`config.mk`:
```
export PLATFORM = sky130hd
export DESIGN_NAME = sbcb_blend
export DESIGN_NICKNAME = d
export VERILOG_FILES = /design/src/sprite_blitter_clip_blend_scale_unit_defines.svh /design/src/sbcb_pkg.sv /design/src/sbcb_blend.sv
export SDC_FILE = /design/constraint.sdc
export NUM_CORES = 1
export LEC_CHECK = 0
export BUFFER_PORTS_ARGS = -buffer_cell sky130_fd_sc_hd__buf_4
export CAP_MARGIN = 30
export CORE_AREA = 2 2 79 81
export DETAILED_ROUTE_END_ITERATION = 6
export DIE_AREA = 0 0 81 83
export PLACE_DENSITY = 0.67
export SYNTH_ARGS = -nofsm -noshare
export SYNTH_HDL_FRONTEND = slang
export SYNTH_SLANG_ARGS = --single-unit
```
`constraint.sdc`:
```
create_clock -name vclk -period 2.5
set_input_delay 0.375 -clock vclk [all_inputs]
set_output_delay 0.375 -clock vclk [all_outputs]
set_load 0.02 [all_outputs]
```
`src/sprite_blitter_clip_blend_scale_unit_defines.svh`:
```
// assertion macros for the blitter top module
`ifndef SPRITE_BLITTER_CLIP_BLEND_SCALE_UNIT_DEFINES_SVH
`define SPRITE_BLITTER_CLIP_BLEND_SCALE_UNIT_DEFINES_SVH

// same-cycle implication, sampled on clk, off while arst_n is low
`define SBCB_CHECK(label, ante, cons, msg) \
	label: assert property (@(posedge clk) disable iff (!arst_n) (ante) |-> (cons)) \
		else $error(msg);

// next-cycle implication, sampled on clk, off while arst_n is low
`define SBCB_CHECK_NEXT(label, ante, cons, msg) \
	label: assert property (@(posedge clk) disable iff (!arst_n) (ante) |=> (cons)) \
		else $error(msg);

`endif

```
`src/sbcb_pkg.sv`:
```
package sbcb_pkg;

	// fixed field widths
	localparam int COL_W  = 11;
	localparam int STEP_W = 24;
	localparam int SPW_W  = 11;
	localparam int SCR_W  = 12;
	localparam int POS_W  = 12;
	localparam int ADDR_W = 22;
	localparam int CFG_IDX_W  = 3;
	localparam int CFG_DATA_W = 24;

	// command codes
	localparam logic CMD_LOAD = 1'b0;
	localparam logic CMD_DRAW = 1'b1;

	// draw modes
	typedef enum logic [1:0] {
		MODE_KEY_COPY    = 2'd0,
		MODE_ADD         = 2'd1,
		MODE_SCALED_COPY = 2'd2,
		MODE_SCALED_ADD  = 2'd3
	} mode_t;

	// register indexes
	localparam logic [CFG_IDX_W-1:0] REG_DRAW_MODE     = 3'd0;
	localparam logic [CFG_IDX_W-1:0] REG_POS_X         = 3'd1;
	localparam logic [CFG_IDX_W-1:0] REG_POS_Y         = 3'd2;
	localparam logic [CFG_IDX_W-1:0] REG_SPRITE_WIDTH  = 3'd3;
	localparam logic [CFG_IDX_W-1:0] REG_SCREEN_WIDTH  = 3'd4;
	localparam logic [CFG_IDX_W-1:0] REG_SCREEN_HEIGHT = 3'd5;
	localparam logic [CFG_IDX_W-1:0] REG_STEP_X        = 3'd6;
	localparam logic [CFG_IDX_W-1:0] REG_STEP_Y        = 3'd7;

	// register reset values
	localparam logic [SPW_W-1:0]  RST_SPRITE_WIDTH  = 11'd1;
	localparam logic [SCR_W-1:0]  RST_SCREEN_WIDTH  = 12'd1024;
	localparam logic [SCR_W-1:0]  RST_SCREEN_HEIGHT = 12'd768;
	localparam logic [STEP_W-1:0] RST_STEP          = 24'd65536;

	// color constants
	localparam logic [7:0] KEY_ALPHA_MAX = 8'd127;
	localparam logic [7:0] CHAN_MAX      = 8'd255;

	// per-transaction control and payload carried down the pipeline
	typedef struct packed {
		logic              is_draw;
		logic              wr_ok;
		logic              pass;
		logic [15:0]       load_index;
		logic [31:0]       load_pixel;
		logic [7:0]        fb_red;
		logic [7:0]        fb_green;
		logic [7:0]        fb_blue;
		logic [SCR_W-1:0]  x;
		logic [SCR_W-1:0]  y;
		logic [ADDR_W-1:0] pixel_addr;
	} meta_t;

	// one result transaction
	typedef struct packed {
		logic              write_en;
		logic [ADDR_W-1:0] pixel_addr;
		logic [7:0]        red;
		logic [7:0]        green;
		logic [7:0]        blue;
	} res_t;

	// stage enables of the index reducer
	typedef struct packed {
		logic s4;
		logic s5;
	} red_en_t;

endpackage

```
`src/sbcb_blend.sv`:
```
module sbcb_blend (
	input  sbcb_pkg::mode_t mode,
	input  sbcb_pkg::meta_t meta,
	input  logic [31:0]     pix,
	output sbcb_pkg::res_t  res
);

	logic [7:0] src_red;
	logic [7:0] src_green;
	logic [7:0] src_blue;
	logic [7:0] src_alpha;
	logic [8:0] sum_red;
	logic [8:0] sum_green;
	logic [8:0] sum_blue;
	logic       additive;
	logic       keyed_out;

	assign src_blue  = pix[7:0];
	assign src_green = pix[15:8];
	assign src_red   = pix[23:16];
	assign src_alpha = pix[31:24];

	assign additive  = (mode == sbcb_pkg::MODE_ADD) || (mode == sbcb_pkg::MODE_SCALED_ADD);
	assign keyed_out = (mode == sbcb_pkg::MODE_KEY_COPY) && (src_alpha <= sbcb_pkg::KEY_ALPHA_MAX);

	// per-channel sums with carry for saturation
	assign sum_red   = {1'b0, meta.fb_red} + {1'b0, src_red};
	assign sum_green = {1'b0, meta.fb_green} + {1'b0, src_green};
	assign sum_blue  = {1'b0, meta.fb_blue} + {1'b0, src_blue};

	// result: zeros unless a draw passes clip and key
	always_comb begin
		res = '0;
		if (meta.pass && !keyed_out) begin
			res.write_en   = 1'b1;
			res.pixel_addr = meta.pixel_addr;
			if (additive) begin
				res.red   = sum_red[8] ? sbcb_pkg::CHAN_MAX : sum_red[7:0];
				res.green = sum_green[8] ? sbcb_pkg::CHAN_MAX : sum_green[7:0];
				res.blue  = sum_blue[8] ? sbcb_pkg::CHAN_MAX : sum_blue[7:0];
			end else begin
				res.red   = src_red;
				res.green = src_green;
				res.blue  = src_blue;
			end
		end
	end

endmodule

```
==> flow_summary.ini, run 1 <==
[place]
portBuffers = 121
placedCellCount = 369
placed_area_mm2 = 0.002400
gp_congestion = 0.7394
dp_hpwl_um = 3985

[global_route]
overflow = 0
grt_pass1_vias = 1724
grtUsageMet2_pct = 23.97
grt_max_degree = 48
grt_pass1_wl_um = 7790
grt_use_met3_pct = 1.848
grt_use_total_pct = 13.60
met1_usage_pct = 18.50
antenna_found_initial = 0
busiest_layer = met2

[drt]
totalWireLength_um = 4977
detail_route.vias_per_cell = 4.806
antenna_left = 0
vias = 1788
drcViolationCount = 0
firstDrtPassIters = 6
drtIter0Drc = 38
wl_per_cell_um = 13.38

[floorplanning]
core_mm2 = 0.005816
rows = 28
dieArea_mm2 = 0.006723
ios = 202
fp.dieH_um = 83
die_w_um = 81
initial_core_util_pct = 22.72

[cells_and_area]
stdcell_area_mm2 = 0.002576
drive_gt1_share_pct = 59.93
seq_cell_count = 0
nNetsFinal = 481
n_antenna_cell = 0
seqCellArea_um2 = 0
fin_cells = 372
clockBufferCount = 0
area_growth_pct = 94.98

[sta]
finalMaxSlewViolations = 0
period_needed_ps = 2436
hold_viol = 0
post-route-period-util_pct = 97.43
slew_headroom_pct = 76.24
tightest_slew_ps = 356.3
setup_viol = 0
rsz0062_at_grt = no
tns_ps = 0
holdWs_ps = 1055
max_clock_freq_mhz = 410.5

[setup_path]
slowest_delay_ps = 370
cp_data_required_time_ps = 2120
crit_fanout = 8
cp_slowest_cell = fa_2
crit_type = primary input to primary output
path_delay_family = compound AO/OA/AOI/OAI gates
critPathArrivalTime_ps = 2060
critPathLaunchType = primary input
worstSetupEndpointType = primary output
critPathBufInv = 3
crit_chain = buf_6 > ha_4 > fa_2 > a21oi_2 > nor2b_1 > a311o_1 > a31oi_4 > buf_12 > a21oi_1 > buf_4

[logic_synthesis]
yosys.cell_types.count = 33
avgSynthCellArea_um2 = 7.865
netlist_area_mm2 = 0.001321
yosysWarningCount = 0
netlist_instances = 168
yosysSeqAreaShare_pct = 0
synth_nets = 350

[clock_tree]
cts_hold_buf = 0

[power_and_ir_drop]
p_leak_uw = 0.001257
ir_drop_v = 0.0001231
power.density_mw_per_mm2 = 244.6
power_uw = 630.1

[run_status]
status = finished, final reports clean

[job]
cap_violations = 0

[worst_hold_path]
hold_class = primary input to primary output
==> per-stage QoR <==
step	setup slack, ps	util, %
6_report	64.17	44.30
5_1_grt	1.102	44.30
4_1_cts	-32.22	42.96
3_5_place_dp	-233.7	41.27
3_3_place_gp	-203.9	41.27
2_1_floorplan	24.30	-
==> report_power, final <==
part           total (uW)  switching (uW)  leakage [uW]  internal (uW)
sequential              0               0             0              0
combinational         630             307       0.00126            323
clock                   0               0             0              0
total                 630             307       0.00126            323
==> metal layers <==
layer	vias up	part of all wire, %
li1	906	-
met2	69	47
met1	813	44
met4	0	0
met5	-	0
met3	0	8.3
==> area by class of cell <==
type | count | area [um^2]
timing repair buffer | 137 | 1084
multi-input combinational | 156 | 1384
tap | 75 | 93.84
inverter | 4 | 15.01
fill | 612 | 3239
==> cell usage after synthesis (all sizes together) <==
library cell | count | share of area [%]
o21ai | 16 | 6.6
nor2b | 2 | 0.95
nor3 | 3 | 1.1
buf | 3 | 1.1
fa | 3 | 4.5
inv | 4 | 1.1
nand2b | 2 | 0.95
nor2 | 3 | 0.85
o22ai | 1 | 0.47
a31oi | 1 | 1.6
a311o | 1 | 0.76
and2 | 22 | 10
o31a | 1 | 0.66
nand3 | 2 | 0.76
a211oi | 2 | 1.1
a311oi | 1 | 0.66
a21oi | 21 | 8.8
or2 | 1 | 0.47
o221a | 14 | 12
o21a | 2 | 1.1
o21bai | 3 | 1.7
clkbuf | 5 | 1.4
a2111oi | 2 | 1.3
o41ai | 1 | 0.66
a21o | 5 | 2.8
ha | 24 | 23
or4 | 1 | 0.57
xor2 | 8 | 5.3
nand3b | 1 | 0.57
xnor2 | 8 | 5.3
nand2 | 5 | 1.4
==> path summary, 6_finish.rpt <==
check	startpoint	to	cells past startpoint
min	meta[15]	res[39]	3
max	pix[8]	res[9]	10
==> placed cells by master, fill, tap and decap left out, types with 3 or more instances in the layout <==
cell type  instances
a21o_1             5
a21oi_1            9
a21oi_2           12
and2_1            22
buf_4            127
buf_6              8
ha_1              22
inv_1              3
nand2_1            5
nor2_1             3
o21ai_0           14
o21bai_1           3
o221a_2           14
xnor2_1            8
xor2_1             8
==> timing repair <==
item                                    CTS  global route
gates resized for setup                  18            16
endpoints found under the setup margin   16            23
hold endpoints to repair                  0             0
buffers inserted                          2             1
pin swaps                                10             9
==> kinds of logic after synthesis <==
logic type / count (synthesis) / share of synthesized area [%]
AO/OA/AOI/OAI: 71 / 40.34
AND/OR/NAND/NOR: 42 / 18.09
adder cells (fa/ha/maj): 27 / 27.27
XOR/XNOR: 16 / 10.61
buffers and inverters: 12 / 3.693
(Power assumes the default switching activity.)
==> run 2: changes to the inputs <==
CORE_AREA = 5 5 76 78   (was 2 2 79 81)
GPL_TIMING_DRIVEN = 0   (was unset)
PLACE_DENSITY = 0.77   (was 0.67)
==> run 2 against run 1 <==
The flow now finishes with violations (negative setup slack); via count fell by 0.17%; worst setup slack lost 68 ps; critical endpoint is now res[14]; cell count shrank 1.1%; combinational power is essentially flat; critical path type unchanged.
==> flow_summary.ini, run 2 (synthesis results as in run 1) <==
[worst_hold_path]
min_to = res[42]
hold_class = primary input to primary output
whs_path_depth = 3
min-delay-start = meta[18]

[cells_and_area]
seq_cell_count = 0
final_cell_mix = 122 x buf_4, 22 x and2_1, 22 x ha_1, 14 x o21ai_0, 14 x o221a_2
drive_gt1_share_pct = 59.06
clockBufferCount = 0
mostFrequentLayoutCell = buf_4
nNetsFinal = 482
n_antenna_cell = 0
seqCellArea_um2 = 0
area_growth_pct = 92.99

[drt]
totalWireLength_um = 5363
antenna_left = 0
detail_route.vias_per_cell = 4.851
firstDrtPassIters = 4
vias = 1785
drtIter0Drc = 53
wl_per_cell_um = 14.57
drcViolationCount = 0

[global_route]
antenna_found_initial = 0
grt_max_degree = 11
overflow = 0
grt_use_total_pct = 14.42
grt_pass1_wl_um = 8314
grt_pass1_vias = 1794

[setup_path]
crit_fanout = 3
cp_data_required_time_ps = 2120
crit_type = primary input to primary output
critPathArrivalTime_ps = 2130
worstSetupEndpointType = primary output
critPathLaunchType = primary input

[sta]
period_needed_ps = 2504
setup_viol = 1
hold_viol = 0
slew_headroom_pct = 68.07
tightest_slew_ps = 478.9
postLayoutSetupSlackWorst_ps = -4.039
post-route-period-util_pct = 100.2
max_clock_freq_mhz = 399.4
finalMaxSlewViolations = 0
rsz0062_at_grt = yes

[power_and_ir_drop]
p_leak_uw = 0.001236
ir_drop_v = 0.0001032
power.density_mw_per_mm2 = 246.8
power_uw = 629.4

[floorplanning]
core_mm2 = 0.005010
ios = 202
die_w_um = 81
dieArea_mm2 = 0.006723
initial_core_util_pct = 26.37
fp.dieH_um = 83
rows = 26

[run_status]
status = complete, but fails checks
violations = negative setup slack

[place]
dpl_worst_slack_ps = -256.1
portBuffers = 120
dp_hpwl_um = 4505
gp_congestion = 0.7311

[clock_tree]
cts_hold_buf = 0

[job]
cap_violations = 0
run 2: changes by cell type in the layout (fill, tap and decap cells not counted), sizes merged:
| cell | before | now |
|---|---|---|
| buf | 137 | 133 |
| clkbuf | 0 | 5 |
run 2: worst max-delay path, stage by stage:
cell and delay [ps]:
buf_6 100, ha_4 160, fa_2 340, a21oi_2 140, nor2b_2 60, a311o_1 360
buf_4 160, xnor2_2 130, a21oi_1 150, buf_4 160
run 2: power by group:
part / internal, uW / switching, uW / total, uW
Combinational: 319 / 310 / 629
Clock: 0 / 0 / 0
Sequential: 0 / 0 / 0
Total: 319 / 310 / 629
run 2: metrics by stage:
step	TNS [ps]	instances	hold WS [ps]	utilization (%)	instance area, um^2
2_1_floorplan	0	168	932.7	-	1321
3_5_place_dp	-2113	358	1057	46.10	2310
3_3_place_gp	-2222	358	1055	46.10	2310
4_1_cts	0	365	1057	48.60	2435
5_1_grt	-151.2	368	1067	50.90	2550
6_report	-4.039	368	1055	50.90	2550
run 2: worst max path at each step:
stage               startpoint      end  slack [ps]  cells past startpoint
global route            pix[8]  res[14]         -80                     10
detailed placement    meta[54]  res[13]        -260                      9
finish                  pix[8]  res[14]          -4                     10
floorplan             meta[54]  res[14]          20                      7
CTS                   meta[46]   res[7]           4                      9
global placement      meta[54]  res[11]        -270                      9
run 2: timing repair:
item,4_1_cts,5_1_grt
buffers inserted,7,3
setup endpoints to repair,9,24
resized for setup,14,21
pin swaps,9,15
run 2: routing by layer:
layer / share of wire [%] / GRT usage [%] / vias to the layer above / wire length, um
li1: - / - / 904 / -
met1: 42 / 19.17 / 809 / 2273
met2: 48 / 25.09 / 72 / 2577
met3: 9.5 / 3.030 / 0 / 511
met4: 0 / 0 / 0 / 0
met5: 0 / 0 / - / 0
run 2: area by class of cell:
class | instances | area [um^2]
buffer | 8 | 33.78
timing repair buffer | 130 | 1015
inverter | 4 | 15.01
multi-input combinational | 156 | 1399
tap | 70 | 87.58
fill | 513 | 2460
