==> src/sprite_blitter_clip_blend_scale_unit_defines.svh <==
// assertion macros for the blitter top module
`ifndef SPRITE_BLITTER_CLIP_BLEND_SCALE_UNIT_DEFINES_SVH
`define SPRITE_BLITTER_CLIP_BLEND_SCALE_UNIT_DEFINES_SVH

// same-cycle implication, sampled on clk, off while arst_n is low
`define SBCB_CHECK(label, ante, cons, msg) \
	label: assert property (@(posedge clk) disable iff (!arst_n) (ante) |-> (cons)) \
		else $error(msg);

// next-cycle implication, sampled on clk, off while arst_n is low
`define SBCB_CHECK_NEXT(label, ante, cons, msg) \
	label: assert property (@(posedge clk) disable iff (!arst_n) (ante) |=> (cons)) \
		else $error(msg);

`endif

==> src/sbcb_pkg.sv <==
package sbcb_pkg;

	// fixed field widths
	localparam int COL_W  = 11;
	localparam int STEP_W = 24;
	localparam int SPW_W  = 11;
	localparam int SCR_W  = 12;
	localparam int POS_W  = 12;
	localparam int ADDR_W = 22;
	localparam int CFG_IDX_W  = 3;
	localparam int CFG_DATA_W = 24;

	// command codes
	localparam logic CMD_LOAD = 1'b0;
	localparam logic CMD_DRAW = 1'b1;

	// draw modes
	typedef enum logic [1:0] {
		MODE_KEY_COPY    = 2'd0,
		MODE_ADD         = 2'd1,
		MODE_SCALED_COPY = 2'd2,
		MODE_SCALED_ADD  = 2'd3
	} mode_t;

	// register indexes
	localparam logic [CFG_IDX_W-1:0] REG_DRAW_MODE     = 3'd0;
	localparam logic [CFG_IDX_W-1:0] REG_POS_X         = 3'd1;
	localparam logic [CFG_IDX_W-1:0] REG_POS_Y         = 3'd2;
	localparam logic [CFG_IDX_W-1:0] REG_SPRITE_WIDTH  = 3'd3;
	localparam logic [CFG_IDX_W-1:0] REG_SCREEN_WIDTH  = 3'd4;
	localparam logic [CFG_IDX_W-1:0] REG_SCREEN_HEIGHT = 3'd5;
	localparam logic [CFG_IDX_W-1:0] REG_STEP_X        = 3'd6;
	localparam logic [CFG_IDX_W-1:0] REG_STEP_Y        = 3'd7;

	// register reset values
	localparam logic [SPW_W-1:0]  RST_SPRITE_WIDTH  = 11'd1;
	localparam logic [SCR_W-1:0]  RST_SCREEN_WIDTH  = 12'd1024;
	localparam logic [SCR_W-1:0]  RST_SCREEN_HEIGHT = 12'd768;
	localparam logic [STEP_W-1:0] RST_STEP          = 24'd65536;

	// color constants
	localparam logic [7:0] KEY_ALPHA_MAX = 8'd127;
	localparam logic [7:0] CHAN_MAX      = 8'd255;

	// per-transaction control and payload carried down the pipeline
	typedef struct packed {
		logic              is_draw;
		logic              wr_ok;
		logic              pass;
		logic [15:0]       load_index;
		logic [31:0]       load_pixel;
		logic [7:0]        fb_red;
		logic [7:0]        fb_green;
		logic [7:0]        fb_blue;
		logic [SCR_W-1:0]  x;
		logic [SCR_W-1:0]  y;
		logic [ADDR_W-1:0] pixel_addr;
	} meta_t;

	// one result transaction
	typedef struct packed {
		logic              write_en;
		logic [ADDR_W-1:0] pixel_addr;
		logic [7:0]        red;
		logic [7:0]        green;
		logic [7:0]        blue;
	} res_t;

	// stage enables of the index reducer
	typedef struct packed {
		logic s4;
		logic s5;
	} red_en_t;

endpackage

==> src/sbcb_modred.sv <==
module sbcb_modred #(
	parameter int VW    = 31,
	parameter int DEPTH = 65536
) (
	input  logic                     clk,
	input  sbcb_pkg::red_en_t        en,
	input  logic [VW-1:0]            v,
	output logic [$clog2(DEPTH)-1:0] idx
);

	localparam int AW = $clog2(DEPTH);
	localparam int MW = VW - AW + 1;
	localparam logic [MW-1:0] BAR_M = MW'((64'd1 << VW) / DEPTH);
	localparam logic [AW:0] DEPTH_LO = (AW+1)'(DEPTH);

	logic [VW+MW-1:0] prod;
	logic [MW-1:0]    qe_s4;
	logic [AW:0]      vlo_s4;
	logic [AW:0]      qc_lo;
	logic [AW:0]      r_s5;

	// quotient estimate, at most one below the true quotient
	assign prod = (VW+MW)'(v) * (VW+MW)'(BAR_M);

	always_ff @(posedge clk) begin
		if (en.s4) begin
			qe_s4  <= prod[VW+MW-1:VW];
			vlo_s4 <= v[AW:0];
		end
	end

	// remainder estimate below twice the depth, only low bits matter
	assign qc_lo = (AW+1)'(qe_s4) * DEPTH_LO;

	always_ff @(posedge clk) begin
		if (en.s5) begin
			r_s5 <= vlo_s4 - qc_lo;
		end
	end

	// final correction
	assign idx = (r_s5 >= DEPTH_LO) ? AW'(r_s5 - DEPTH_LO) : r_s5[AW-1:0];

endmodule

==> config.mk <==
export PLATFORM = sky130hd
export DESIGN_NAME = sbcb_modred
export DESIGN_NICKNAME = d
export VERILOG_FILES = /design/src/sprite_blitter_clip_blend_scale_unit_defines.svh /design/src/sbcb_pkg.sv /design/src/sbcb_modred.sv
export SDC_FILE = /design/constraint.sdc
export NUM_CORES = 1
export LEC_CHECK = 0
export ABC_CLOCK_PERIOD_IN_PS = 1050
export BUFFER_PORTS_ARGS = -buffer_cell sky130_fd_sc_hd__buf_2
export CORE_UTILIZATION = 46
export CTS_CLUSTER_DIAMETER = 30
export DETAILED_ROUTE_END_ITERATION = 7
export GPL_TIMING_DRIVEN = 0
export PLACE_DENSITY = 0.87
export SETUP_SLACK_MARGIN = 0.4
export SYNTH_ARGS = -nofsm -noshare
export SYNTH_HDL_FRONTEND = slang
export SYNTH_SLANG_ARGS = --single-unit
==> constraint.sdc <==
create_clock -name clk -period 1.05 [get_ports clk]
set_input_delay 0.1575 -clock clk [delete_from_list [all_inputs] [get_ports clk]]
set_output_delay 0.1575 -clock clk [all_outputs]
set_load 0.01 [all_outputs]
==> impl_metrics.json, run 1 <==
{
  "async_flop_share_pct": 0,
  "critPathKind": "reg2out",
  "synth-seq-cells": 32,
  "layout.area.seq_um2": 961,
  "crit_buf_inv": 1,
  "via_count": 431,
  "cap_violations": 0,
  "cts_max_path_buffers": 2,
  "whs_ns": 0.0146,
  "ys_seq_area_share_pct": 100,
  "finalHoldViolations": 0,
  "cts_sinks": 32,
  "skew_ns": 0.00424,
  "post-route-min-period_ns": 0.975,
  "routed_via_density": 4.27,
  "synth_fp_nets": 66,
  "die_h_um": 47.7,
  "grt-ovfl-total": 0,
  "coreArea_um2": 1960,
  "max_freq_ghz": 1.03,
  "first_iter_violations": 8,
  "grtUsageTotal_pct": 10.4,
  "hp-start": "v[11]",
  "setup_violations": 0,
  "rr_worst_depth": 0,
  "yosysMostFrequentCell": "edfxtp_1",
  "setup-tns-final_ns": 0,
  "place.port_buffers": 34,
  "clk_pin_slew_ns": 0.08,
  "grt_pass1_vias": 356,
  "cts_tree": "done",
  "drt_wl_total_mm": 1.03,
  "cts_max_level": 2,
  "yosysTopAreaCell": "edfxtp_1",
  "vdd_drop_max_mv": 0.883,
  "slowest_delay_ns": 0.36,
  "dieArea_um2": 2280,
  "synth_area_leaders": "edfxtp_1",
  "grt_pass1_wl_mm": 1.31,
  "synth_enable_flop_cells": 32,
  "numCtsBuffers": 5,
  "cp_top_family": "flip-flops",
  "synth_cells": 32,
  "rr_startpoint": "vlo_s4[7]",
  "topRoutingLayerUsed": "met4",
  "avgSynthCellArea_um2": 30.0,
  "synth-main-ff-cell": "edfxtp_1",
  "wl_met3_um": 85,
  "drc": 0,
  "postRouteAntennaNets": 0,
  "cts_resized": 0,
  "cp_max_fo": 1,
  "slew-limit-headroom_pct": 79.0,
  "powerDensity_nw_per_um2": 1840,
  "worst_pin_slew_ns": 0.315,
  "wl_met1_um": 331,
  "drive_gt1_share_pct": 52.7,
  "final_core_util_pct": 61.9,
  "antenna_found_initial": 0,
  "arrival_ns": 0.82,
  "r2r-end": "r_s5[7]",
  "worstPathCellList": "buf_2",
  "p_leak_uw": 0.000474,
  "diodes": 0,
  "ios": 50,
  "syn_area_um2": 961,
  "placementRows": 16,
  "die_x_um": 47.7,
  "start_util_pct": 49.0,
  "ys_types": 1,
  "slew_violations": 0,
  "cp-start-kind": "flop",
  "crit_path_end_kind": "output port",
  "yosysWarnings": 0,
  "finalCritPeriodShare_pct": 92.9,
  "placed_area_um2": 1160,
  "nNetsFinal": 107,
  "fillers": 154,
  "hold_class": "in2reg",
  "multiInputGateArea_um2": 0,
  "r2r_slack_ns": 0.41,
  "final_area_um2": 1210,
  "required_ns": 0.89,
  "grt_start_max_net_pins": 17,
  "rsz0062_at_grt": "yes",
  "synthDominantCellAreaShare_pct": 100,
  "yosys-top-cells-count": "edfxtp_1",
  "multi_input_gates": 0,
  "place.gp.congestion": 0.724,
  "whs_path_depth": 1,
  "slowest_stage": "edfxtp_1",
  "dr.pass1.iters": 4,
  "clk_latency_ns": 0.31,
  "wire_per_inst_um": 10.2,
  "dr_wl_met2_um": 564,
  "clock-root-buffer": "clkbuf_4",
  "holdPathEnd": "vlo_s4[11]",
  "area_growth_pct": 26.3,
  "status": "finished, final reports clean"
}
==> cell usage in the layout (no fill, tap or decap) <==
master,instances
clkinv_1,1
clkbuf_4,5
edfxtp_1,32
buf_2,34
clkbuf_1,2
==> timing repair <==
| action | CTS | global route |
|---|---|---|
| setup buffers | 0 | 0 |
| setup endpoints to repair | 16 | 16 |
| endpoints found under the hold margin | 9 | 5 |
==> where the power goes <==
group | total [uW] | internal, uW | leakage, uW | switching (uW)
registers | 1530 | 1510 | 0.000313 | 18.8
clock network | 590 | 257 | 0.0000269 | 334
logic | 110 | 49.2 | 0.000134 | 60.5
total | 2230 | 1820 | 0.000474 | 413
==> routing by layer <==
| metal | global-route usage [%] | vias to the layer above |
|---|---|---|
| met2 | 16.5 | 27 |
| met4 | 15.6 | 0 |
| met3 | 6.04 | 7 |
| li1 | - | 209 |
| met1 | 6.27 | 188 |
| met5 | 0 | - |
==> metrics by stage <==
step	cells	total power [uW]	worst slack [ns]
finish	101	2230	0.0749
detailed placement	93	1670	0.260
global placement	93	1670	0.276
CTS	101	2270	0.0427
global route	101	2330	0.0100
floorplan	32	1580	0.461
==> state kept, by name, indices dropped and copies added (netlist names) <==
name	count
r_s5	16
vlo_s4	16
==> cell families after synthesis <==
| kind of cell | count (synthesis) | synth area share [%] |
|---|---|---|
| DFF | 32 | 100 |
==> layout make-up <==
type / instances / share of cell area (%)
repair buffers: 34 / 14.0
clock inverters: 1 / 0.309
flip-flops and latches: 32 / 79.2
clock buffers: 7 / 3.71
well taps: 27 / 2.78
==> worst max path at each step <==
stage | cells past startpoint | from | endpoint
after floorplan | 0 | vlo_s4[0] | r_s5[0]
after global placement | 1 | en[1] | vlo_s4[12]
after detailed placement | 1 | en[1] | vlo_s4[9]
after CTS | 1 | r_s5[15] | idx[15]
after global routing | 1 | r_s5[11] | idx[11]
final | 1 | r_s5[2] | idx[2]
No activity file was read; power rests on OpenSTA's default activity.
==> inputs of run 2 (changes only) <==
--- a/config.mk
+++ b/config.mk
@@ -11,6 +11,7 @@
 export CTS_CLUSTER_DIAMETER = 30
 export DETAILED_ROUTE_END_ITERATION = 7
 export GPL_TIMING_DRIVEN = 0
+export MAX_ROUTING_LAYER = met4
 export PLACE_DENSITY = 0.87
 export SETUP_SLACK_MARGIN = 0.4
 export SYNTH_ARGS = -nofsm -noshare
==> run 2 against run 1 <==
Net effect: via count shrank 0.46%; maximum frequency stayed put; clock-buffer cell count unchanged; non-clock buffer count is the same; clock skew down 0.00056 ns; setup slack unchanged; total power is essentially flat; flip-flop and latch count stayed put; cell area did not move; die area is the same; global-route usage increased by 0.68 points; sequential share of layout area unchanged; largest cell class unchanged; highest routed layer unchanged.
==> impl_metrics.json, run 2 (synthesis results as in run 1) <==
{
  "status": "finished, final reports clean",
  "hold_class": "in2reg",
  "slowest_stage": "edfxtp_1",
  "final_common_cell": "buf_2",
  "start_util_pct": 49.0,
  "multi_input_gates": 0,
  "nNetsFinal": 107,
  "area_growth_pct": 26.3,
  "crit_path_end_kind": "output port",
  "setup-tns-final_ns": 0,
  "die_x_um": 47.7,
  "placed_area_um2": 1160,
  "cap_violations": 0,
  "finalHoldViolations": 0,
  "postCtsSetupRepairBufs": 0,
  "worst_pin_slew_ns": 0.315,
  "grtUsageTotal_pct": 11.1,
  "place.port_buffers": 34,
  "grt_pass1_vias": 346,
  "diodes": 0,
  "r2r_slack_ns": 0.41,
  "cp.depth": 1,
  "powerDensity_nw_per_um2": 1840,
  "multiInputGateArea_um2": 0,
  "crit_buf_inv": 1,
  "drt_wl_total_mm": 1.03,
  "postRouteAntennaNets": 0,
  "place.gp.congestion": 0.732,
  "skew_ns": 0.00367,
  "dieArea_um2": 2280,
  "dr.pass1.iters": 4,
  "worstPathCellList": "buf_2",
  "rr_startpoint": "vlo_s4[7]",
  "critPathKind": "reg2out",
  "top_regs": "r_s5 (16), vlo_s4 (16)",
  "first_iter_violations": 9,
  "wire_per_inst_um": 10.2,
  "rsz0062_at_grt": "yes",
  "cts_max_path_buffers": 2,
  "finalCritPeriodShare_pct": 92.9,
  "grt-ovfl-total": 0,
  "r2r-end": "r_s5[7]",
  "placementRows": 16,
  "cts_sinks": 32,
  "vdd_drop_max_mv": 0.886,
  "slew-limit-headroom_pct": 79.0,
  "antenna_found_initial": 0,
  "required_ns": 0.89,
  "layout.area.seq_um2": 961,
  "crit_path_start": "r_s5[2]",
  "numCtsBuffers": 5,
  "post-route-min-period_ns": 0.975,
  "final_area_um2": 1210,
  "arrival_ns": 0.82,
  "grt_start_max_net_pins": 17,
  "grt_pass1_wl_mm": 1.37,
  "coreArea_um2": 1960,
  "die_h_um": 47.7,
  "cts_tree": "done",
  "whs_path_depth": 1,
  "routed_via_density": 4.25,
  "cp_top_family": "flip-flops",
  "fillers": 154,
  "drive_gt1_share_pct": 52.7,
  "rr_worst_depth": 0,
  "cp_max_fo": 1,
  "clk_pin_slew_ns": 0.08,
  "endpoint": "idx[2]",
  "clk_latency_ns": 0.31,
  "via_count": 429,
  "ios": 50,
  "slew_violations": 0,
  "cts_resized": 0,
  "final_cell_mix": "buf_2, edfxtp_1, clkbuf_4",
  "max_freq_ghz": 1.03,
  "p_leak_uw": 0.000474,
  "cp-start-kind": "flop",
  "setup_violations": 0,
  "drc": 0,
  "slowest_delay_ns": 0.36,
  "cts_max_level": 2,
  "clock-root-buffer": "clkbuf_4"
}
==> run 2: worst min path at each step <==
stage | startpoint | end
finish | v[11] | vlo_s4[11]
global route | v[6] | vlo_s4[6]
CTS | v[11] | vlo_s4[11]
detailed placement | v[0] | vlo_s4[0]
global placement | v[11] | vlo_s4[11]
floorplan | v[0] | vlo_s4[0]
==> run 2: cell type report <==
cell class              count  area share (%)
well taps                  27            2.78
repair buffers             34            14.0
clock inverters             1           0.309
flip-flops and latches     32            79.2
clock buffers               7            3.71
==> run 2: timing repair <==
item	4_1_cts	5_1_grt
endpoints found under the hold margin	9	5
pin swaps	0	0
setup endpoints to repair	16	16
==> run 2: per-stage QoR <==
stage	power (uW)	hold slack (ns)	setup slack [ns]	utilization [%]	cells
5_1_grt	2330	-0.00814	0.0100	61.9	101
2_1_floorplan	1580	0.256	0.461	-	32
4_1_cts	2270	-0.00808	0.0427	61.9	101
3_5_place_dp	1670	0.336	0.260	59.4	93
6_report	2230	0.0146	0.0749	61.9	101
3_3_place_gp	1670	0.335	0.276	59.4	93
==> run 2: report_power, final <==
part	total [uW]	internal (uW)	switching [uW]	leakage (uW)
registers	1530	1510	18.8	0.000313
clock network	591	257	335	0.0000269
logic	110	49.2	60.5	0.000134
total	2230	1820	414	0.000474
==> run 2: layer usage <==
layer / part of all wire, % / up-vias / track usage (%)
met1: 32 / 186 / 6.79
met5: 0 / - / -
met2: 56 / 29 / 17.6
met3: 8.9 / 5 / 6.79
li1: - / 209 / -
met4: 3.8 / 0 / 13.3
==> inputs of run 3 (changes only) <==
--- a/config.mk
+++ b/config.mk
@@ -7,7 +7,9 @@
 export LEC_CHECK = 0
 export ABC_CLOCK_PERIOD_IN_PS = 1050
 export BUFFER_PORTS_ARGS = -buffer_cell sky130_fd_sc_hd__buf_2
+export CORE_MARGIN = 2
 export CORE_UTILIZATION = 46
+export CTS_BUF_LIST = sky130_fd_sc_hd__clkbuf_16
 export CTS_CLUSTER_DIAMETER = 30
 export DETAILED_ROUTE_END_ITERATION = 7
 export GPL_TIMING_DRIVEN = 0
==> run 3 against run 2 <==
Net effect: die area increased by 8.6%; setup slack better by 0.039 ns; utilization increased by 3.9 points; via count up 0.93%; flip-flop and latch count is the same; hold slack improved by 0.056 ns; critical path depth unchanged; clock power is 100% higher; global-route usage rose by 0.75 points; non-clock buffer count unchanged; routed wire length increased by 21%.
==> impl_metrics.json, run 3 (synthesis results as in run 1) <==
{
  "multi_input_gates": 0,
  "grt_start_max_net_pins": 17,
  "slew_violations": 0,
  "clk_latency_ns": 0.26,
  "hold_buffers": 0,
  "final_area_um2": 1290,
  "coreArea_um2": 1960,
  "status": "finished, final reports clean",
  "place.gp.congestion": 0.700,
  "worstPathCellList": "buf_2",
  "area_growth_pct": 34.2,
  "critPathKind": "reg2out",
  "final_common_cell": "buf_2",
  "drt_wl_total_mm": 1.25,
  "postRouteAntennaNets": 0,
  "finalHoldViolations": 0,
  "grt_pass1_vias": 410,
  "cp-start-kind": "flop",
  "worst_pin_slew_ns": 0.334,
  "final_cell_mix": "buf_2, edfxtp_1, clkbuf_16",
  "cts_max_path_buffers": 2,
  "diodes": 0,
  "skew_ns": 0.00188,
  "placed_area_um2": 1160,
  "cts_max_level": 2,
  "place.port_buffers": 34,
  "cp_top_family": "flip-flops",
  "antenna_found_initial": 0,
  "cp_max_fo": 1,
  "start_util_pct": 49.0,
  "dp_cells": 93,
  "multiInputGateArea_um2": 0,
  "cts_tree": "done",
  "postCtsSetupRepairBufs": 0,
  "p_leak_uw": 0.000509,
  "grtUsageTotal_pct": 11.8,
  "via_count": 433,
  "setup-tns-final_ns": 0,
  "slowest_delay_ns": 0.37,
  "clock-root-buffer": "clkbuf_16",
  "drive_gt1_share_pct": 54.9,
  "grt-ovfl-total": 0,
  "top_regs": "r_s5 (16), vlo_s4 (16)",
  "required_ns": 0.89,
  "final_cells": 98,
  "cap_violations": 0,
  "numCtsBuffers": 5,
  "setup_violations": 0,
  "grt_pass1_wl_mm": 1.81,
  "wire_per_inst_um": 12.7,
  "slowest_stage": "edfxtp_1",
  "dr.pass1.iters": 2,
  "slew-limit-headroom_pct": 77.7,
  "drc": 0,
  "post-route-min-period_ns": 0.936,
  "dieArea_um2": 2470,
  "hold_class": "in2reg",
  "die_h_um": 49.7,
  "routed_via_density": 4.42,
  "crit_buf_inv": 1,
  "cts_sinks": 32,
  "powerDensity_nw_per_um2": 2220,
  "max_freq_ghz": 1.07,
  "fillers": 130,
  "crit_path_end_kind": "output port",
  "layout.area.seq_um2": 961,
  "first_iter_violations": 8,
  "nNetsFinal": 107,
  "placementRows": 16,
  "vdd_drop_max_mv": 1.73,
  "cts_resized": 0,
  "clk_pin_slew_ns": 0.04,
  "ios": 50,
  "finalCritPeriodShare_pct": 89.2,
  "rsz0062_at_grt": "yes",
  "die_x_um": 49.7,
  "arrival_ns": 0.78
}
run 3: cell type report:
type	count	share of cell area, %
sequential	32	74.5
timing repair buffer	34	13.2
clock buffer	5	9.70
tap	27	2.62
run 3: metal layers:
metal	wire, um	share of wire (%)	vias up	GRT usage (%)
met5	0	0	-	-
met4	38	3.0	0	12.5
met2	647	52	25	18.4
li1	-	-	207	-
met3	102	8.2	4	4.55
met1	459	37	197	10.3
run 3: worst paths after layout:
check,start,end,slack (ns),depth (start not counted)
max,r_s5[3],idx[3],0.11,1
min reg2reg,vlo_s4[9],r_s5[9],0.41,0
min,v[12],vlo_s4[12],0.07,1
max reg2reg,vlo_s4[3],r_s5[3],0.41,0
run 3: power by group:
group / internal [uW] / switching (uW)
Sequential: 1520 / 21.4
Clock: 827 / 381
Combinational: 49.3 / 63.1
run 3: metrics by stage:
stage          worst slack [ns]  hold slack, ns  utilization, %  power (uW)
2_1_floorplan             0.461           0.256               -        1580
3_3_place_gp              0.263           0.336            59.4        1670
3_5_place_dp              0.258           0.336            59.4        1680
4_1_cts                   0.102          0.0632            65.8        2900
5_1_grt                  0.0777          0.0639            65.8        2950
6_report                  0.114          0.0705            65.8        2860
