File: src/sprite_blitter_clip_blend_scale_unit_defines.svh
// assertion macros for the blitter top module
`ifndef SPRITE_BLITTER_CLIP_BLEND_SCALE_UNIT_DEFINES_SVH
`define SPRITE_BLITTER_CLIP_BLEND_SCALE_UNIT_DEFINES_SVH

// same-cycle implication, sampled on clk, off while arst_n is low
`define SBCB_CHECK(label, ante, cons, msg) \
	label: assert property (@(posedge clk) disable iff (!arst_n) (ante) |-> (cons)) \
		else $error(msg);

// next-cycle implication, sampled on clk, off while arst_n is low
`define SBCB_CHECK_NEXT(label, ante, cons, msg) \
	label: assert property (@(posedge clk) disable iff (!arst_n) (ante) |=> (cons)) \
		else $error(msg);

`endif

File: src/sbcb_ram.sv
module sbcb_ram #(
	parameter int WIDTH = 32,
	parameter int DEPTH = 16
) (
	input  logic                     clk,
	input  logic                     we,
	input  logic [$clog2(DEPTH)-1:0] waddr,
	input  logic [WIDTH-1:0]         wdata,
	input  logic                     re,
	input  logic [$clog2(DEPTH)-1:0] raddr,
	output logic [WIDTH-1:0]         rdata
);

	logic [WIDTH-1:0] mem [DEPTH];

	// one write port, one registered read port, read returns the old word
	always_ff @(posedge clk) begin
		if (we) begin
			mem[waddr] <= wdata;
		end
		if (re) begin
			rdata <= mem[raddr];
		end
	end

endmodule

File: config.mk
export PLATFORM = sky130hd
export DESIGN_NAME = sbcb_ram
export DESIGN_NICKNAME = d
export VERILOG_FILES = /design/src/sprite_blitter_clip_blend_scale_unit_defines.svh /design/src/sbcb_ram.sv
export SDC_FILE = /design/constraint.sdc
export NUM_CORES = 1
export LEC_CHECK = 0
export BUFFER_PORTS_ARGS = -buffer_cell sky130_fd_sc_hd__buf_2
export CORE_MARGIN = 3
export CORE_UTILIZATION = 57
export CTS_BUF_LIST = sky130_fd_sc_hd__clkbuf_4
export DETAILED_ROUTE_END_ITERATION = 10
export GPL_ROUTABILITY_DRIVEN = 0
export PLACE_DENSITY = 0.79
export SLEW_MARGIN = 25
export SYNTH_ARGS = -nofsm -noshare
export SYNTH_HDL_FRONTEND = slang
export SYNTH_SLANG_ARGS = --single-unit
File: constraint.sdc
create_clock -name clk -period 6.6 [get_ports clk]
set_input_delay 1.32 -clock clk [delete_from_list [all_inputs] [get_ports clk]]
set_output_delay 1.32 -clock clk [all_outputs]
set_load 0.05 [all_outputs]
==> results.md, run 1 <==
Status:
- The flow ran to the end, and the final reports show no timing, DRC or antenna violations.

STA:
- Setup repair after global routing left no endpoint under its margin.
- The worst-case clock skew is 51.7 ps.
- For the pin with the worst max-slew slack, the measured transition is 889 ps.
- In the final timing run, aggregate negative setup slack is 0 ps.
- After layout, the worst setup slack is 3630 ps.
- The hold violation count in the final report is 0.
- The fmax is 337 MHz.
- Setup violations remaining at the end of the flow were counted as 0.
- The final count of pins violating max slew came to 0.
- In the finished design, the share of the clock period the worst path needs comes to 44.9%.
- The final critical delay including setup and external delays is 2970 ps.
- Headroom to the max-slew limit came out at 40.7%.

Synthesis:
- The net count after synthesis is 881.
- Synthesis handed over a netlist of 838 instances.
- The synthesized design contains 544 register bits.
- The sequential cell area fraction in the yosys report is 81.0%.
- In this run the mean area of a mapped cell was 24.1 sq um.
- The cell type contributing the most total cell area after synthesis is edfxtp_1.
- The area share of the largest cell type after synthesis is 81.0%.
- Summing every instance area after synthesis gives 20200 sq um.
- Yosys printed 0 warnings.
- Yosys attributes the largest share of cell area to edfxtp_1 81%, mux4_2 14%, a22oi_1 2.4%, nand2_1 0.61%, buf_4 0.41%.
- The number of distinct library cells after synthesis is 17.

Critical path:
- The maximum fanout along the worst path is 72.
- The cell with the largest stage delay on the worst path is clkbuf_8.
- STA puts the critical path data required time at 7060 ps.
- The signal on the critical path passes through clkbuf_8, buf_12, mux4_2, a22oi_1, nand2_1.
- The internal reg-to-reg setup slack is 5150 ps.
- Together, buffers and inverters on the worst path number 2.
- The element type at the critical path end is a flip-flop.
- The kind of cell with the highest combined delay along the critical path is buffers and inverters.
- The path type of the worst setup path is in -> reg.
- The largest single stage delay on the critical path is 670 ps.
- The endpoint arrival time on the critical path is 3430 ps.
- STA classifies the critical path startpoint as an input port.

Clock network:
- The number of gates given a new drive strength after cts is 0.
- The clock slew at the register clock pins of the worst setup and hold paths is 70 ps.
- TritonCTS built the clock tree.
- The buffer levels on the longest clock path is 3.
- In this run, CTS created clock tree buffers numbering 134.
- The count of hold buffers inserted by post-cts repair is 0.
- The number of post-CTS setup repair buffers is 0.
- In this run the clock root is driven by a clkbuf_4.
- The H-tree depth is 4.
- The total number of clock tree sinks is 544.
- The insertion delay to the later sink of the worst-skew pair is 760 ps.

Floorplan:
- In this run the core area contains 68 standard-cell rows.
- The initial cell density of the core is 58.1%.
- The floorplan die width is 194 microns.
- The floorplan die area is 37700 sq um.
- The number of primary I/O pins is 75.
- The total area inside the core boundary comes to 34700 sq um.
- The y dimension of the die is 194 microns.

Drt:
- The post-detailed-route DRC marker count is 0.
- The detailed router finished its first iteration with 1096 violations.
- The overall via count from detail_route is 9688.
- The count of nets left with antenna violations once routing finished came out at 0.
- The routed wire length is 41.3 mm.
- Dividing the detail-routed wire length by the instance count gives 26.2 microns.
- The ratio of routed vias to standard cells is 6.16.
- For this run, the detailed router's first-pass iteration total came to 7.

GRT:
- The pin count of the biggest net entering global routing is 74.
- The wire length of the first global-routing pass is 62.4 mm.
- The global-route total usage across every layer is 22.4%.
- The number of antenna violations at the first check in global routing was 4.
- The number of global-route vias before repair is 10400.
- The global-route congestion overflow total is 0.

Layout:
- Of the cells placed in the final design, the portion with a size suffix greater than 1 is 40.7%.
- The net count of the finished layout is 1070.
- The layout overhead on the synthesized area is 13.5%.
- Leaving out fill and tap cells, the most frequent cell in the layout is edfxtp_1.
- The library cells used most frequently in the layout, excluding fill and tap cells, are 544 x edfxtp_1, 195 x clkbuf_4, 128 x mux4_2.
- The count of non-filler cells in the finished layout is 1574.

Placed design:
- During placement, the flow inserted port buffers numbering 74.
- At the placement stage, the worst setup path has a slack of 2850 ps.
- The final HPWL from detailed placement is 18.8 mm.
- After detailed placement, the design holds a cell count of 1346.

Run:
- The tool flagged a number of max-cap violations equal to 0.

Pwr:
- The overall power consumption is 6.98 mW.
- The highest ir drop seen on vdd is 151 uV.
- The leakage dissipation is 7.49 nW.
- The combinational share of power is 5.4%.
- The sequential share of power is 56.1%.
- Of the total power, the share spent switching nets is 21.8%.
- The analysis attributes to net switching a power of 1.52 mW.
- Internal power comes to 5.46 mW.
- The clock network accounts for 38.5% of the total power.
- Power spread over the standard cell area amounts to 305 nW/um^2.

Min path:
- The type of the worst min-delay path is reg -> reg.
## logic make-up (layout without fill, tap and decap cells)
family | Yosys count | in the layout | share of synthesized area, %
muxes | 128 | 128 | 14.3
AOI/OAI and AO/OA | 64 | 64 | 2.38
other | 0 | 2 | 0
and+or+nand+nor | 59 | 59 | 1.25
DFF | 544 | 544 | 81.0
buffers and inverters | 43 | 322 | 1.10
## worst paths after layout
check	start	end	cells past startpoint
setup reg to reg	mem[0][6]	rdata[6]	3
setup / recovery	raddr[0]	rdata[13]	5
hold reg to reg	mem[15][27]	rdata[27]	3
hold / removal	mem[15][27]	rdata[27]	3
## metal layers
metal,routed length (microns),global-route usage (%),vias up
li1,-,-,4065
met1,16100,33.3,4993
met2,20100,33.1,563
met3,4400,5.63,61
met4,634,8.32,6
met5,35,0,-
## worst min-delay path: stages, from the launching register on
cell,delay [ps]
edfxtp_1,320
mux4_2,220
a22oi_1,60
nand2_1,50
## state kept, by name, summed over array words and instances, names as in the netlist
name and flops:
mem 512, rdata 32
## layout make-up
cell class                      instances  area [sq um]
Multi-Input combinational cell        251          3750
Antenna cell                            2          5.00
Tap cell                              455           569
Timing Repair Buffer                   96           566
Sequential cell                       544         16300
Clock buffer                          195          1460
Clock inverter                         31           216
Fill cell                            2159         11800
## power groups by stage
stage	Sequential [mW]	Combinational, mW	Clock [mW]
floorplan	4.04	0.186	0
global placement	3.99	0.371	0
detailed placement	3.99	0.380	0
CTS	3.92	0.381	2.76
global route	3.92	0.404	2.96
finish	3.92	0.377	2.69
## per-stage QoR
stage / utilization, % / hold WS (ps) / instance area (sq um)
global placement: 61.1 / 720 / 21200
global route: 66.0 / 763 / 22900
finish: 66.0 / 706 / 22900
detailed placement: 61.1 / 730 / 21200
CTS: 66.0 / 704 / 22900
floorplan: - / 710 / 20200
## cell usage after synthesis
| library cell | instances |
|---|---|
| a22oi_1 | 64 |
| nand2b_1 | 2 |
| nand3_1 | 1 |
| nand2_1 | 33 |
| nor3_1 | 4 |
| clkbuf_1 | 17 |
| buf_6 | 2 |
| buf_2 | 4 |
| and2_1 | 1 |
| buf_1 | 9 |
| nand3b_1 | 2 |
| edfxtp_1 | 544 |
| buf_4 | 11 |
| mux4_2 | 128 |
| nor2b_1 | 2 |
| nor2_1 | 13 |
| or3b_2 | 1 |
Note: power is estimated with default switching activity, not from simulation.
==> inputs of run 2 (changes only) <==
clock period = 2.9 ns   (was 6.6 ns; I/O delays follow)
==> results.md, run 2 (synthesis gave the netlist of run 1 again) <==
Layout:
- The number of flip-flops in the largest register is 512 (unchanged).
- In the layout the commonest cells are 544 x edfxtp_1, 181 x clkbuf_4, 128 x mux4_2.
- The leading cell type in the layout, fill and taps excluded is edfxtp_1.
- The share of the core filled with cells came to 67.1% (+1.1 points).
- The final-stage net count is 1088 (+1.7%).
- In the final layout, the registers with the most flip-flops are mem (512), rdata (32).
- From synthesis to final layout, the design area changed by 15.5%.
- The register name with the most flops is mem.
- The layout cell share with drive strength beyond 1 was 40.8% (+0.046 points).

Status:
- The flow ran to the end, and the final reports show no timing, DRC or antenna violations.

Drt:
- The routed wire length is 42.0 mm (+1.6%).
- The post-detailed-route DRC marker count is 0 (unchanged).
- The remaining antenna violation count after routing is 0 (unchanged).
- The number of DRC markers after the initial detailed-route iteration is 915 (-17%).
- The detailed-router iteration count before antenna repair is 5 (-2).
- The ratio of routed vias to standard cells is 6.19 (+0.55%).
- The overall via count from detail_route was 9809 (+1.2%).
- The post-detailed-route wirelength per cell was 26.5 microns (+0.93%).

Floorplan:
- The floorplan die width is 194 microns (unchanged).
- The area of the placeable core is 34700 sq um (unchanged).
- The floorplan die area is 37700 sq um (unchanged).
- The initial cell density of the core was 58.1% (unchanged).
- The y dimension of the die came to 194 microns (unchanged).
- The number of placement rows is 68 (unchanged).
- The number of primary I/O pins is 75 (unchanged).

GRT:
- The number of global-route vias before repair is 10600 (+2.0%).
- The number of antenna violations at the first check in global routing came to 4 (unchanged).
- The pin count of the biggest net entering global routing is 39 (-47%).
- The wire length of the first global-routing pass is 64.2 mm (+2.8%).
- The global-route congestion overflow total is 0 (unchanged).
- The global-route total usage across every layer came to 23.1% (+0.65 points).

Critical path:
- The buffering stage count on the worst path with inverters included is 1 (-1).
- The internal reg-to-reg setup slack was 1340 ps (-3810 ps).
- The cell with the largest stage delay on the worst path is edfxtp_1.
- The path type of the worst setup path is reg -> out.
- Among cell families on the critical path, the largest total delay comes from flip-flops.
- The maximum fanout along the worst path was 1 (-99%).
- The longest individual stage delay on the worst path was 400 ps (-270 ps).
- The critical path goes through buf_2.
- The worst register-to-register path begins at mem[2][11].
- The worst setup path is captured at an output pin.
- The worst setup path is launched from a flip-flop.
- In this run the worst setup path begins at rdata[20].
- The critical path required time is 2320 ps (-4740 ps).
- The endpoint arrival time on the critical path is 1520 ps (-1910 ps).

Clock network:
- The clock buffer count from CTS was 136 (+1.5%).
- The clock slew at the register clock pins of the worst setup and hold paths is 70 ps (about the same).
- The buffer cell driving the clock tree root is clkbuf_4.
- The buffer levels on the longest clock path is 3 (unchanged).
- The insertion delay to the later sink of the worst-skew pair came to 820 ps (+60 ps).
- TritonCTS built the clock tree.
- The total number of clock tree sinks came to 544 (unchanged).
- The number of gates given a new drive strength after cts is 0 (unchanged).
- The number of post-CTS setup repair buffers is 0 (unchanged).
- The H-tree depth was 4 (unchanged).
- The count of hold buffers inserted by post-cts repair is 0 (unchanged).

STA:
- The final worst-path cycle share is 72.6%.
- The total setup violations reported at the end of the flow came to 0 (unchanged).
- The summed negative setup slack over all endpoints came to 0 ps (unchanged).
- The worst slack on hold paths came to 122 ps (-583 ps).
- The fmax is 475 MHz.
- The worst slew slack as a fraction of its limit is 61.3% (+21 points).
- The final count of pins violating max slew came to 0 (unchanged).
- The hold violation count in the final report is 0 (unchanged).
- Setup repair after global routing left no endpoint under its margin.
- The worst-case clock skew came to 47.7 ps (-4.01 ps).
- The final critical delay including setup and external delays is 2100 ps.
- The slew at the pin with the worst max-slew slack was 580 ps (-309 ps).

Min path:
- The worst hold path begins at wdata[26].
- The path class of the tightest hold or removal check is in -> reg.

Pwr:
- The leakage dissipation is 7.66 nW (+2.3%).
- The highest ir drop seen on vdd is 356 uV (+140%).
- The power per unit of standard cell area is 698 nW/um^2 (+130%).
- The overall power consumption is 16.3 mW (+130%).

Placed design:
- The number of port buffers was 74 (unchanged).
- The final HPWL from detailed placement was 21.5 mm (+15%).

Run:
- The max-cap violation count is 0 (unchanged).
## run 2: changes by cell type in the layout (fill, tap and decap cells not counted), sizes merged
cell      change
buf          +16
bufinv        +6
clkbuf       -14
clkinvlp      -2
clkinv        +6
inv           -1
## run 2: per-stage QoR
step | setup slack, ps | instance area [sq um] | instances
global route | 734 | 23300 | 1585
global placement | 577 | 21600 | 1362
finish | 795 | 23300 | 1585
floorplan | 12.0 | 20200 | 838
detailed placement | 575 | 21600 | 1362
CTS | 742 | 23300 | 1583
## run 2: worst paths after layout
kind,to,cells after the start
worst max register to register,rdata[11],3
worst min-delay path,mem[2][26],1
worst min register to register,rdata[25],3
worst max-delay path,rdata[20],1
## run 2: routing by layer
metal	track usage [%]	share of wire (%)
met1	30.6	38
met2	37.3	52
met3	5.91	8.5
met4	9.52	2.2
met5	0	0.067
## run 2: power breakdown
| group | switching (mW) | total (mW) | internal, mW | leakage, nW |
|---|---|---|---|---|
| combinational | 0.577 | 0.905 | 0.328 | 1.70 |
| sequential | 0.0522 | 8.91 | 8.86 | 4.94 |
| clock | 2.85 | 6.45 | 3.60 | 1.02 |
| total | 3.48 | 16.3 | 12.8 | 7.66 |
## run 2: cell type report
type | instances | area, sq um
multi-input cells | 251 | 3770
well taps | 455 | 569
flip-flops and latches | 544 | 16300
clock buffers | 181 | 1360
diodes | 2 | 5.00
repair buffers | 112 | 880
clock inverters | 40 | 380
fillers | 2132 | 11400
==> inputs of run 3 (changes only) <==
ABC_AREA = 1   (was default)
PLACE_DENSITY = 0.82   (was 0.79)
clock period = 1.7 ns   (was 2.9 ns; I/O delays follow)
==> results.md, run 3 <==
STA:
- The hold violation count in the final report is 0 (unchanged).
- In the finished design, the share of the clock period the worst path needs comes to 107%.
- Setup repair after global routing could not meet its margin everywhere.
- The worst-case clock skew is 49.0 ps (+1.36 ps).
- The total setup violations reported at the end of the flow is 27 (+27).
- The slew at the pin with the worst max-slew slack is 395 ps (-185 ps).
- Based on the critical path, the design can be clocked at up to 552 MHz.
- The final count of pins violating max slew is 0 (unchanged).
- The minimum setup slack in the final design was -111 ps (-906 ps).
- The final critical delay including setup and external delays is 1810 ps.
- The worst slew slack as a fraction of its limit is 73.6% (+12 points).

Synthesis:
- The number of standard cells after synthesis is 2120 (+150%).
- The number of enable-type register cells in the synthesized netlist is 544 (unchanged).
- The mean cell area of the mapped netlist is 10.9 sq um (-55%).
- The most frequently used cell type in the post-synthesis netlist is nand2_1.
- The most used flip-flop cell after synthesis is edfxtp_1.
- The net count after synthesis was 2163 (+150%).
- The netlist area before placement is 23100 sq um (+14%).
- The area share of the largest cell type after synthesis came to 70.9% (-10 points).
- By area the synthesized netlist is led by edfxtp_1 71%, nand2_1 11%, nand3_1 8.4%, inv_1 6.3%, buf_6 1.4%.
- The number of flip-flops and latches in the synthesized netlist is 544 (unchanged).
- The share of flip-flops with an asynchronous set or reset after synthesis was 0% (unchanged).
- Of all cell types, the one taking the most synthesized area is edfxtp_1.
- The number of synthesis warnings came to 0 (unchanged).
- The sequential cell area fraction in the yosys report is 70.9% (-10 points).
- The number of distinct library cells after synthesis came to 14 (-3).
- Sorting the synthesized cells by how often they occur yields 677 x nand2_1, 544 x edfxtp_1, 388 x inv_1.

Critical path:
- The critical path ends at rdata[9].
- The internal reg-to-reg setup slack is 520 ps (-820 ps).
- The number of cell instances on the worst register-to-register path was 6 (+3).
- The path type of the worst setup path is reg -> out.
- The critical path required time is 1360 ps (-960 ps).
- STA classifies the critical path endpoint as an output pin.
- The maximum fanout along the worst path is 1 (unchanged).
- The endpoint arrival time on the critical path is 1470 ps (-50 ps).
- STA classifies the critical path startpoint as a flip-flop.
- The startpoint identified for the worst register-to-register timing path is mem[8][23].
- The dominant delay contributor by cell family on the critical path is flip-flops.
- The signal on the critical path passes through buf_6.
- The end of the worst register-to-register path is rdata[23].
- The longest individual stage delay on the worst path was 460 ps (+60 ps).
- Among all stages on the critical path, the largest delay is contributed by edfxtp_1.
- The buffering stage count on the worst path with inverters included is 1 (unchanged).
- The number of gates on the worst path with buffers counted was 1 (unchanged).
- The start point of the critical path is rdata[9].

Drt:
- The post-detailed-route wirelength per cell is 18.9 microns (-28%).
- The post-detailed-route DRC marker count came to 0 (unchanged).
- The overall via count from detail_route is 16300 (+66%).
- The ratio of routed vias to standard cells was 5.52 (-11%).
- The routed wire length was 55.9 mm (+33%).
- The detailed-router iteration count before antenna repair is 6 (+1).
- The remaining antenna violation count after routing is 0 (unchanged).
- The number of DRC markers after the initial detailed-route iteration came to 2041 (+120%).

Run:
- The max-cap violation count is 0 (unchanged).

GRT:
- The number of global-route vias before repair is 16700 (+58%).
- The number of antenna violations at the first check in global routing is 3 (-1).
- The global-route total usage across every layer is 26.0% (+2.9 points).
- The global-route congestion overflow total is 0 (unchanged).
- The pin count of the biggest net entering global routing was 67 (+72%).
- The wire length of the first global-routing pass is 87.3 mm (+36%).

Placed design:
- The cell count after placement is 2690 (+98%).
- The pre-CTS worst setup slack came to 36.6 ps (-539 ps).
- The number of port buffers is 74 (unchanged).
- The final HPWL from detailed placement is 30.7 mm (+43%).

Clock network:
- The insertion delay to the later sink of the worst-skew pair is 830 ps (about the same).
- TritonCTS built the clock tree.
- The total number of clock tree sinks is 544 (unchanged).
- The buffer levels on the longest clock path was 3 (unchanged).
- The H-tree depth was 4 (unchanged).
- The clock slew at the register clock pins of the worst setup and hold paths is 60 ps (about the same).
- The number of post-CTS setup repair buffers is 0 (unchanged).
- The buffer cell driving the clock tree root is clkbuf_4.
- The clock buffer count from CTS was 134 (-1.5%).

Min path:
- The path class of the tightest hold or removal check is in -> reg.
- The startpoint identified for the worst hold timing path is raddr[1].

Floorplan:
- The number of primary I/O pins came to 75 (unchanged).
- The area of the placeable core is 39800 sq um (+15%).
- The floorplan die area was 42900 sq um (+14%).
- The y dimension of the die is 207 microns (+6.7%).
- The number of placement rows is 73 (+7.4%).
- The floorplan die width is 207 microns (+6.7%).
- The initial cell density of the core was 57.9% (-0.23 points).

Pwr:
- The leakage dissipation came to 11.6 nW (+51%).
- The highest ir drop seen on vdd is 614 uV (+73%).
- The power per unit of standard cell area was 1070 nW/um^2 (+53%).

Layout:
- In the final layout, the registers with the most flip-flops are mem (512), rdata (32).
- More flip-flops sit in one register than any other, and that register is mem.
- The layout cell share with drive strength beyond 1 is 15.2% (-26 points).
- The top cell types in the final layout, fill and taps aside, are 677 x nand2_1, 544 x edfxtp_1, 387 x inv_1.
- The register area is 16300 sq um (unchanged).
- The multi-input gate area in the final layout is 4670 sq um (+24%).
- The share of the core filled with cells is 67.5% (+0.42 points).
- Compared with the post-synthesis result, the final layout area differs by 16.7%.
- The number of flip-flops in the largest register came to 512 (unchanged).
- The leading cell type in the layout, fill and taps excluded is nand2_1.
- The final-stage net count came to 2377 (+120%).
- The final-layout fill cell count is 2682 (+26%).
- The count of non-filler cells in the finished layout was 2948 (+86%).

Status:
- The run finished, with violations left.
- The checks that failed: negative setup slack.
==> run 3: cell type report <==
| cell class | instances | share of cell area, % |
|---|---|---|
| Antenna cell | 2 | 0.0186 |
| Tap cell | 525 | 2.44 |
| Timing Repair Buffer | 183 | 7.46 |
| Inverter | 390 | 5.47 |
| Sequential cell | 544 | 60.7 |
| Clock buffer | 185 | 5.16 |
| Multi-Input combinational cell | 1081 | 17.3 |
| Clock inverter | 38 | 1.37 |
==> run 3: repair_timing <==
action / CTS / global route
endpoints found under the setup margin: 32 / 32
hold buffers: 33 / 0
hold endpoints to repair: 528 / 0
pin swaps: 0 / 0
gates resized for setup: 64 / 0
==> run 3: stage by stage <==
step	hold WS [ps]	cell area, sq um	power (mW)	TNS (ps)
floorplan	439	23100	16.7	-72000
global placement	707	24600	17.4	0
detailed placement	704	24600	17.5	0
CTS	134	26900	28.8	-3210
global route	153	26900	29.7	-3690
finish	190	26900	28.7	-1440
==> run 3: worst min-delay path, stage by stage <==
cell	delay, ps
buf_4	180
buf_4	160
nand2_1	50
nand3_1	60
nand3_1	60
nand2_1	70
==> run 3: logic make-up after synthesis <==
group	share of synthesized area (%)
flip-flops	70.9
buffers and inverters	9.41
AND/OR/NAND/NOR	19.7
==> run 3: worst min-delay path by stage <==
| stage | to | slack, ps | cells after the start |
|---|---|---|---|
| finish | rdata[4] | 190 | 6 |
| global route | rdata[13] | 150 | 5 |
| CTS | rdata[4] | 130 | 6 |
| detailed placement | mem[13][3] | 700 | 1 |
| global placement | rdata[24] | 710 | 6 |
| floorplan | mem[0][0] | 440 | 0 |
==> run 3: layer usage <==
metal  wire, microns  part of all wire, %  track usage (%)
met2           27800                   50             43.0
met5              13                0.023                0
met1           20200                   36             32.4
met3            5690                   10             5.82
met4            2120                  3.8             13.4
==> run 3: where the power goes <==
part           leakage [nW]  internal (mW)  switching [mW]
registers              4.94           15.1           0.110
logic                  5.60          0.705            1.49
clock network          1.02           6.23            5.07
